$ cat config.mk
export PLATFORM = sky130hd
export DESIGN_NAME = exact_price_order_matcher_core
export DESIGN_NICKNAME = d
export VERILOG_FILES = /design/src/design/epom_pkg.sv /design/src/design/exact_price_order_matcher_core.sv
export SDC_FILE = /design/constraint.sdc
export NUM_CORES = 2
export LEC_CHECK = 0
export ABC_AREA = 1
export BUFFER_PORTS_ARGS = -buffer_cell sky130_fd_sc_hd__buf_4
export CAP_MARGIN = 20
export CELL_PAD_IN_SITES_DETAIL_PLACEMENT = 0
export CELL_PAD_IN_SITES_GLOBAL_PLACEMENT = 2
export CORE_ASPECT_RATIO = 0.75
export CORE_MARGIN = 4
export CORE_UTILIZATION = 45
export DETAILED_ROUTE_END_ITERATION = 10
export GPL_TIMING_DRIVEN = 1
export PLACE_DENSITY_LB_ADDON = 0.2
export SYNTH_ARGS = -nofsm -noshare
export SYNTH_HDL_FRONTEND = slang
export SYNTH_SLANG_ARGS = --single-unit
$ cat constraint.sdc
create_clock -name aclk -period 20.9 [get_ports aclk]
set_input_delay 2.09 -clock aclk [delete_from_list [all_inputs] [get_ports aclk]]
set_output_delay 2.09 -clock aclk [all_outputs]
set_load 0.02 [all_outputs]
$ cat src/design/epom_pkg.sv
// Shared codes of the order matcher.
`default_nettype none
package epom_pkg;
    localparam logic [1:0] KIND_TRADE      = 2'd0;
    localparam logic [1:0] KIND_SUBMIT_ACK = 2'd1;
    localparam logic [1:0] KIND_CANCEL_ACK = 2'd2;
    localparam logic [1:0] ST_OK           = 2'd0;
    localparam logic [1:0] ST_UNKNOWN      = 2'd1;
    localparam logic [1:0] ST_NOT_OWNER    = 2'd2;
    localparam logic [1:0] ST_BOOK_FULL    = 2'd3;
    localparam logic       FUNC_SUBMIT     = 1'b0;
    localparam logic       FUNC_CANCEL     = 1'b1;
endpackage
`default_nettype wire

$ cat src/design/exact_price_order_matcher_core.sv
// A submit scans the order table for a resting match before each fill and, if quantity remains,
// scans it once more for a free slot; a cancel scans it for the order id. One request at a time:
// each search walks the order table one slot per cycle through a single shared compare unit.
// Reset (synchronous, active low) empties the table (valid bits) and sets the next id to one.
// No clearing pass is needed.
`default_nettype none
module exact_price_order_matcher_core
    import epom_pkg::*;
#(
    parameter int TABLE_SLOTS      = 32,
    parameter int INSTRUMENT_COUNT = 16,
    parameter int OWNER_BITS       = 8
) (
    input  wire         aclk,
    input  wire         aresetn,
    input  wire         s_valid,
    output logic        s_ready,
    input  wire         s_func,
    input  wire         s_side,
    input  wire  [3:0]  s_instrument,
    input  wire  [31:0] s_quantity,
    input  wire  [31:0] s_limit_price,
    input  wire  [OWNER_BITS-1:0] s_owner_id,
    input  wire  [31:0] s_cancel_id,
    output logic        m_valid,
    input  wire         m_ready,
    output logic [1:0]  m_kind,
    output logic [31:0] m_order_id,
    output logic [1:0]  m_status,
    output logic [31:0] m_fill_qty,
    output logic [31:0] m_fill_price,
    output logic [OWNER_BITS-1:0] m_buyer,
    output logic [OWNER_BITS-1:0] m_seller,
    output logic [3:0]  m_trade_instrument,
    output logic        m_last
);
    localparam int IW = $clog2(TABLE_SLOTS);
    localparam int CW = $clog2(TABLE_SLOTS + 1);
    localparam logic [3:0] INST_MAX = 4'((INSTRUMENT_COUNT > 16 ? 16 : INSTRUMENT_COUNT) - 1);

    typedef enum logic [2:0] {
        S_IDLE, S_SCAN, S_READ, S_FILL, S_FREE, S_EMIT, S_CANCEL
    } state_t;

    state_t state_reg;
    logic [TABLE_SLOTS-1:0] valid_reg;
    logic [31:0] oid_mem  [TABLE_SLOTS];
    logic        side_mem [TABLE_SLOTS];
    logic [3:0]  inst_mem [TABLE_SLOTS];
    logic [31:0] price_mem[TABLE_SLOTS];
    logic [31:0] rem_mem  [TABLE_SLOTS];
    logic [OWNER_BITS-1:0] own_mem[TABLE_SLOTS];

    logic [31:0] id_ctr_reg, id_reg, rem_reg, price_reg, cid_reg, best_age_reg, srem_reg;
    logic        func_reg, side_reg, found_reg;
    logic [3:0]  inst_reg;
    logic [OWNER_BITS-1:0] owner_reg, sowner_reg;
    logic [CW-1:0] idx_reg, fills_reg;
    logic [IW-1:0] best_reg;

    // one shared compare unit on the current slot
    logic [IW-1:0] ix;
    logic          hit_match, hit_cancel;
    logic [31:0]   age;
    assign ix = idx_reg[IW-1:0];
    assign age = id_ctr_reg - oid_mem[ix];
    assign hit_match = valid_reg[ix] && side_mem[ix] == !side_reg && inst_mem[ix] == inst_reg
                       && price_mem[ix] == price_reg;
    assign hit_cancel = valid_reg[ix] && oid_mem[ix] == cid_reg;

    logic [31:0] q;
    assign q = (rem_reg < srem_reg) ? rem_reg : srem_reg;

    // a new result is loaded this cycle
    logic out_load;
    assign out_load = (state_reg == S_FILL || state_reg == S_EMIT) && (!m_valid || m_ready);

    assign s_ready = (state_reg == S_IDLE) && !m_valid;

    always_ff @(posedge aclk) begin
        if (!aresetn) begin
            state_reg  <= S_IDLE;
            valid_reg  <= '0;
            id_ctr_reg <= 32'd1;
            m_valid    <= 1'b0;
        end else begin
            if (m_valid && m_ready && !out_load) m_valid <= 1'b0;
            case (state_reg)
                S_IDLE: begin
                    if (s_valid && s_ready) begin
                        func_reg  <= s_func;
                        side_reg  <= s_side;
                        inst_reg  <= (32'(s_instrument) >= INSTRUMENT_COUNT) ? INST_MAX
                                     : s_instrument;
                        rem_reg   <= s_quantity;
                        price_reg <= s_limit_price;
                        owner_reg <= s_owner_id;
                        cid_reg   <= s_cancel_id;
                        idx_reg   <= '0;
                        found_reg <= 1'b0;
                        fills_reg <= '0;
                        if (s_func == FUNC_CANCEL) begin
                            state_reg <= S_CANCEL;
                        end else begin
                            id_reg     <= id_ctr_reg;
                            id_ctr_reg <= id_ctr_reg + 32'd1;
                            state_reg  <= (s_quantity == 32'd0) ? S_EMIT : S_SCAN;
                        end
                    end
                end
                S_SCAN: begin
                    if (hit_match && (!found_reg || age > best_age_reg)) begin
                        found_reg    <= 1'b1;
                        best_reg     <= ix;
                        best_age_reg <= age;
                    end
                    if (idx_reg == CW'(TABLE_SLOTS - 1)) begin
                        state_reg <= S_READ;
                    end else begin
                        idx_reg <= idx_reg + CW'(1);
                    end
                end
                S_READ: begin
                    if (!found_reg || fills_reg == CW'(TABLE_SLOTS)) begin
                        idx_reg   <= '0;
                        state_reg <= S_FREE;
                    end else begin
                        srem_reg   <= rem_mem[best_reg];
                        sowner_reg <= own_mem[best_reg];
                        state_reg  <= S_FILL;
                    end
                end
                S_FILL: begin
                    if (!m_valid || m_ready) begin
                        m_valid            <= 1'b1;
                        m_kind             <= KIND_TRADE;
                        m_order_id         <= id_reg;
                        m_status           <= ST_OK;
                        m_fill_qty         <= q;
                        m_fill_price       <= price_reg;
                        m_buyer            <= side_reg ? sowner_reg : owner_reg;
                        m_seller           <= side_reg ? owner_reg : sowner_reg;
                        m_trade_instrument <= inst_reg;
                        m_last             <= 1'b0;
                        rem_mem[best_reg]  <= srem_reg - q;
                        if (srem_reg == q) valid_reg[best_reg] <= 1'b0;
                        rem_reg   <= rem_reg - q;
                        fills_reg <= fills_reg + CW'(1);
                        found_reg <= 1'b0;
                        idx_reg   <= '0;
                        if (rem_reg == q) begin
                            state_reg <= S_EMIT;
                        end else begin
                            state_reg <= S_SCAN;
                        end
                    end
                end
                S_FREE: begin
                    if (!valid_reg[ix]) begin
                        valid_reg[ix] <= 1'b1;
                        oid_mem[ix]   <= id_reg;
                        side_mem[ix]  <= side_reg;
                        inst_mem[ix]  <= inst_reg;
                        price_mem[ix] <= price_reg;
                        rem_mem[ix]   <= rem_reg;
                        own_mem[ix]   <= owner_reg;
                        state_reg     <= S_EMIT;
                        rem_reg       <= '0;
                    end else if (idx_reg == CW'(TABLE_SLOTS - 1)) begin
                        state_reg <= S_EMIT;
                    end else begin
                        idx_reg <= idx_reg + CW'(1);
                    end
                end
                S_CANCEL: begin
                    if (hit_cancel) begin
                        found_reg <= 1'b1;
                        if (own_mem[ix] == owner_reg) valid_reg[ix] <= 1'b0;
                        state_reg <= S_EMIT;
                    end else if (idx_reg == CW'(TABLE_SLOTS - 1)) begin
                        state_reg <= S_EMIT;
                    end else begin
                        idx_reg <= idx_reg + CW'(1);
                    end
                end
                S_EMIT: begin
                    if (!m_valid || m_ready) begin
                        m_valid            <= 1'b1;
                        m_fill_qty         <= '0;
                        m_fill_price       <= '0;
                        m_buyer            <= '0;
                        m_seller           <= '0;
                        m_trade_instrument <= '0;
                        m_last             <= 1'b1;
                        if (func_reg == FUNC_CANCEL) begin
                            m_kind     <= KIND_CANCEL_ACK;
                            m_order_id <= cid_reg;
                            if (!found_reg) m_status <= ST_UNKNOWN;
                            else if (own_mem[ix] != owner_reg) m_status <= ST_NOT_OWNER;
                            else m_status <= ST_OK;
                        end else begin
                            m_kind     <= KIND_SUBMIT_ACK;
                            m_order_id <= id_reg;
                            m_status   <= (rem_reg != 32'd0) ? ST_BOOK_FULL : ST_OK;
                        end
                        state_reg <= S_IDLE;
                    end
                end
                default: state_reg <= S_IDLE;
            endcase
        end
    end
endmodule
`default_nettype wire

==> flow_summary_export.csv <==
group,metric,value,unit
logic_synthesis,yosys.area_share.simple,0.133,
global_route,grt_pass1_wl,782,mm
sta,final-max-slew-violation-count,0,
cells_and_area,num-nets-final,13500,
sta,setup_viol,0,
clock_network,cts_resized,0,
die,die_w,701,µm
sta,tightest_slew,1.30,ns
routing,avgViaCountPerCell,6.09,
routing,drc,0,
logic_synthesis,synth-async-reset-ratio,0,
critical_path,critPathMaxFanout,157,
hold_path,hold_class,"flip-flop to flip-flop",
critical_path,cp_data_arrival_time,10.39,ns
logic_synthesis,synthTopCellsByCount,"3841 x edfxtp_1, 2553 x nand2_1, 1408 x nand3_1, 950 x nor2_1, 723 x o21ai_0",
logic_synthesis,synthFlopType,"edfxtp_1",
logic_synthesis,ys_types,60,
sta,final_hold_viol_count,0,
clock_network,cts_inserted_buffers,391,
critical_path,path_common_cell,"nand2_1",
clock_network,hold_buffers,0,
sta,max_freq,102,MHz
logic_synthesis,ys_warn_count,0,
logic_synthesis,synth_fp_nets,13300,
sta,relSlewSlack,0.134,
logic_synthesis,synth_edf_count,3841,
die,core_area,358000,µm²
logic_synthesis,netlist_instances,13000,
flow_run,max_cap_viol_count,0,
hold_path,whs_path_depth,0,
critical_path,worstSetupStartpointType,"flip-flop",
power,powerDensity,140,nW/µm²
clock_network,post_cts_buffers,0,
power,power.total,25.8,mW
global_route,grt_usage,0.293,
logic_synthesis,syn_area,162000,µm²
routing,wire_per_inst,30.4,µm
placement,io_buffers,236,
run_status,status,"finished clean",
logic_synthesis,synth.mux.area_fraction,0.00167,
logic_synthesis,yosys_register_bits,3914,
clock_network,cts.sinks,3914,
routing,finalWirelength,558,mm
logic_synthesis,synth_adder_area_share,0.0130,
placement,dp_hpwl,294,mm
clock_network,cts_tree,"done",
die,die_h,527,µm
clock_network,path_clk_slew,0.06,ns
power,leakagePower,63.5,nW
critical_path,endpoint_kind,"flip-flop",
clock_network,insertion_delay,1.02,ns
clock_network,clockBufferDepth,4,
critical_path,reg2regPathDepth,33,
routing,drt_iter0_drc,14400,
critical_path,max_stage_delay,0.85,ns
logic_synthesis,synthXorXnorAreaFrac,0.00449,
logic_synthesis,synth_compound_area_frac,0.0937,
global_route,grt_pass1_vias,104000,
sta,rsz0062_at_grt,"false",
cells_and_area,largestRegisters,"oid_mem (1024), price_mem (1024), rem_mem (1024)",
logic_synthesis,syn_area_per_cell,12.4,µm²
logic_synthesis,ys_seq_area_frac,0.722,
routing,ant_nets,0,
clock_network,clockRootBuffer,"clkbuf_16",
cells_and_area,flow.area_growth_from_synthesis,13.3,%
logic_synthesis,synth_top_area_frac,0.713,
placement,place_congestion,0.906,
sta,fin_skew,0.0740,ns
logic_synthesis,synth_top_family_by_area,"simple AND/OR/NAND/NOR gates",
routing,via_count,112000,
clock_network,htreeDepth,5,
routing,firstDrtPassIters,7,
sta,fin_crit,9.77,ns
die,start_util,0.452,
logic_synthesis,synth.most_common_cell,"edfxtp_1",
global_route,overflow,0,
logic_synthesis,yosys-top-cells-area,"edfxtp_1 71%, nand2_1 5.9%, nand3_1 4.4%",
die,dieArea,369000,µm²
die,std_cell_rows,190,
global_route,grt_start_max_net_pins,213,
cells_and_area,drive_gt1_frac,0.0979,
power,vdd_drop_max,0.000115,V
sta,finalCritPeriodShare,0.467,
critical_path,crit_path_top_delay_cell,"dfxtp_4",
cells_and_area,final_core_util,0.513,
critical_path,required,21.52,ns
global_route,grt_antenna_before_repair,25,
sta,tns,0,ns
critical_path,path_class,"flip-flop to flip-flop",
logic_synthesis,synth_area_leader_cell,"edfxtp_1",
die,io_pins,237,
==> path summary, 6_finish.rpt <==
| kind | from | end | slack, ns |
|---|---|---|---|
| setup / recovery | flip-flop | best_reg[2] | 11.13 |
| hold / removal | id_ctr_reg[31] | id_reg[31] | 0.44 |
| hold reg to reg | id_ctr_reg[31] | id_reg[31] | 0.44 |
| setup reg to reg | flip-flop | best_reg[2] | 11.13 |
==> layout make-up <==
type,instances,area [µm²]
Clock inverter,262,3030
Sequential cell,3914,117000
Inverter,452,1750
Multi-Input combinational cell,7900,40600
Tap cell,4800,6010
Timing Repair Buffer,556,5050
Clock buffer,457,10200
Antenna cell,5,12.5
Fill cell,30500,174000
==> critical path: cells and delay by family (launching register included) <==
kind	cells	cell delay, ns
adders and majority gates	2	0.59
and+or+nand+nor	17	2.54
AOI/OAI and AO/OA	8	2.29
buffers and inverters	6	2.87
DFF	1	0.85
==> cells in the final DEF (no fill, tap or decap), drive strengths merged, types with 4 or more instances in the layout <==
master and count:
a21o 30, nor4 44, or2 14, a21boi 13
xor2 46, a21oi 466, edfxtp 3841, a31oi 11
o211ai 18, mux2 24, inv 459, nor2 958
ha 163, nand2 2556, clkbuf 457, o21ai 872
diode 5, buf 556, a221oi 6, nand3b 23
dfxtp 73, a211oi 39, a22oi 650, clkinvlp 13
bufinv 59, o31ai 4, o22ai 275, xnor2 37
a2111oi 30, nand3 1409, nand4 60, nor3 56
o21bai 6, o221ai 38, o21a 31, clkinv 183
==> cells by family after synthesis <==
| kind of cell | count (synthesis) |
|---|---|
| flip-flops | 3914 |
| AND/OR/NAND/NOR | 5128 |
| AO/OA/AOI/OAI | 2499 |
| buffers and inverters | 1225 |
| adder cells (fa/ha/maj) | 166 |
| multiplexers | 24 |
| XOR/XNOR | 83 |
==> stage by stage <==
step | area, µm² | setup slack, ns | std cells | hold WS, ns
after floorplan | 162000 | 12.33 | 13000 | 0.408
after global placement | 169000 | 11.07 | 17600 | 0.414
after detailed placement | 170000 | 11.19 | 17600 | 0.424
after CTS | 183000 | 11.19 | 18300 | 0.439
after global routing | 183000 | 10.46 | 18300 | 0.477
final | 183000 | 11.13 | 18300 | 0.437
==> power breakdown <==
group / internal [mW] / switching (mW) / leakage, nW
sequential: 9.90 / 0.243 / 35.2
clock: 4.22 / 3.10 / 6.44
combinational: 2.14 / 6.15 / 21.9
total: 16.3 / 9.50 / 63.5
==> layer usage <==
layer | vias to the layer above | GRT usage | routed length, µm
li1 | 48300 | - | -
met1 | 56700 | 0.451 | 248000
met2 | 5910 | 0.421 | 235000
met3 | 804 | 0.0633 | 61000
met4 | 10 | 0.0735 | 14300
met5 | - | 0 | 69
No activity file was read; power rests on OpenSTA's default activity.
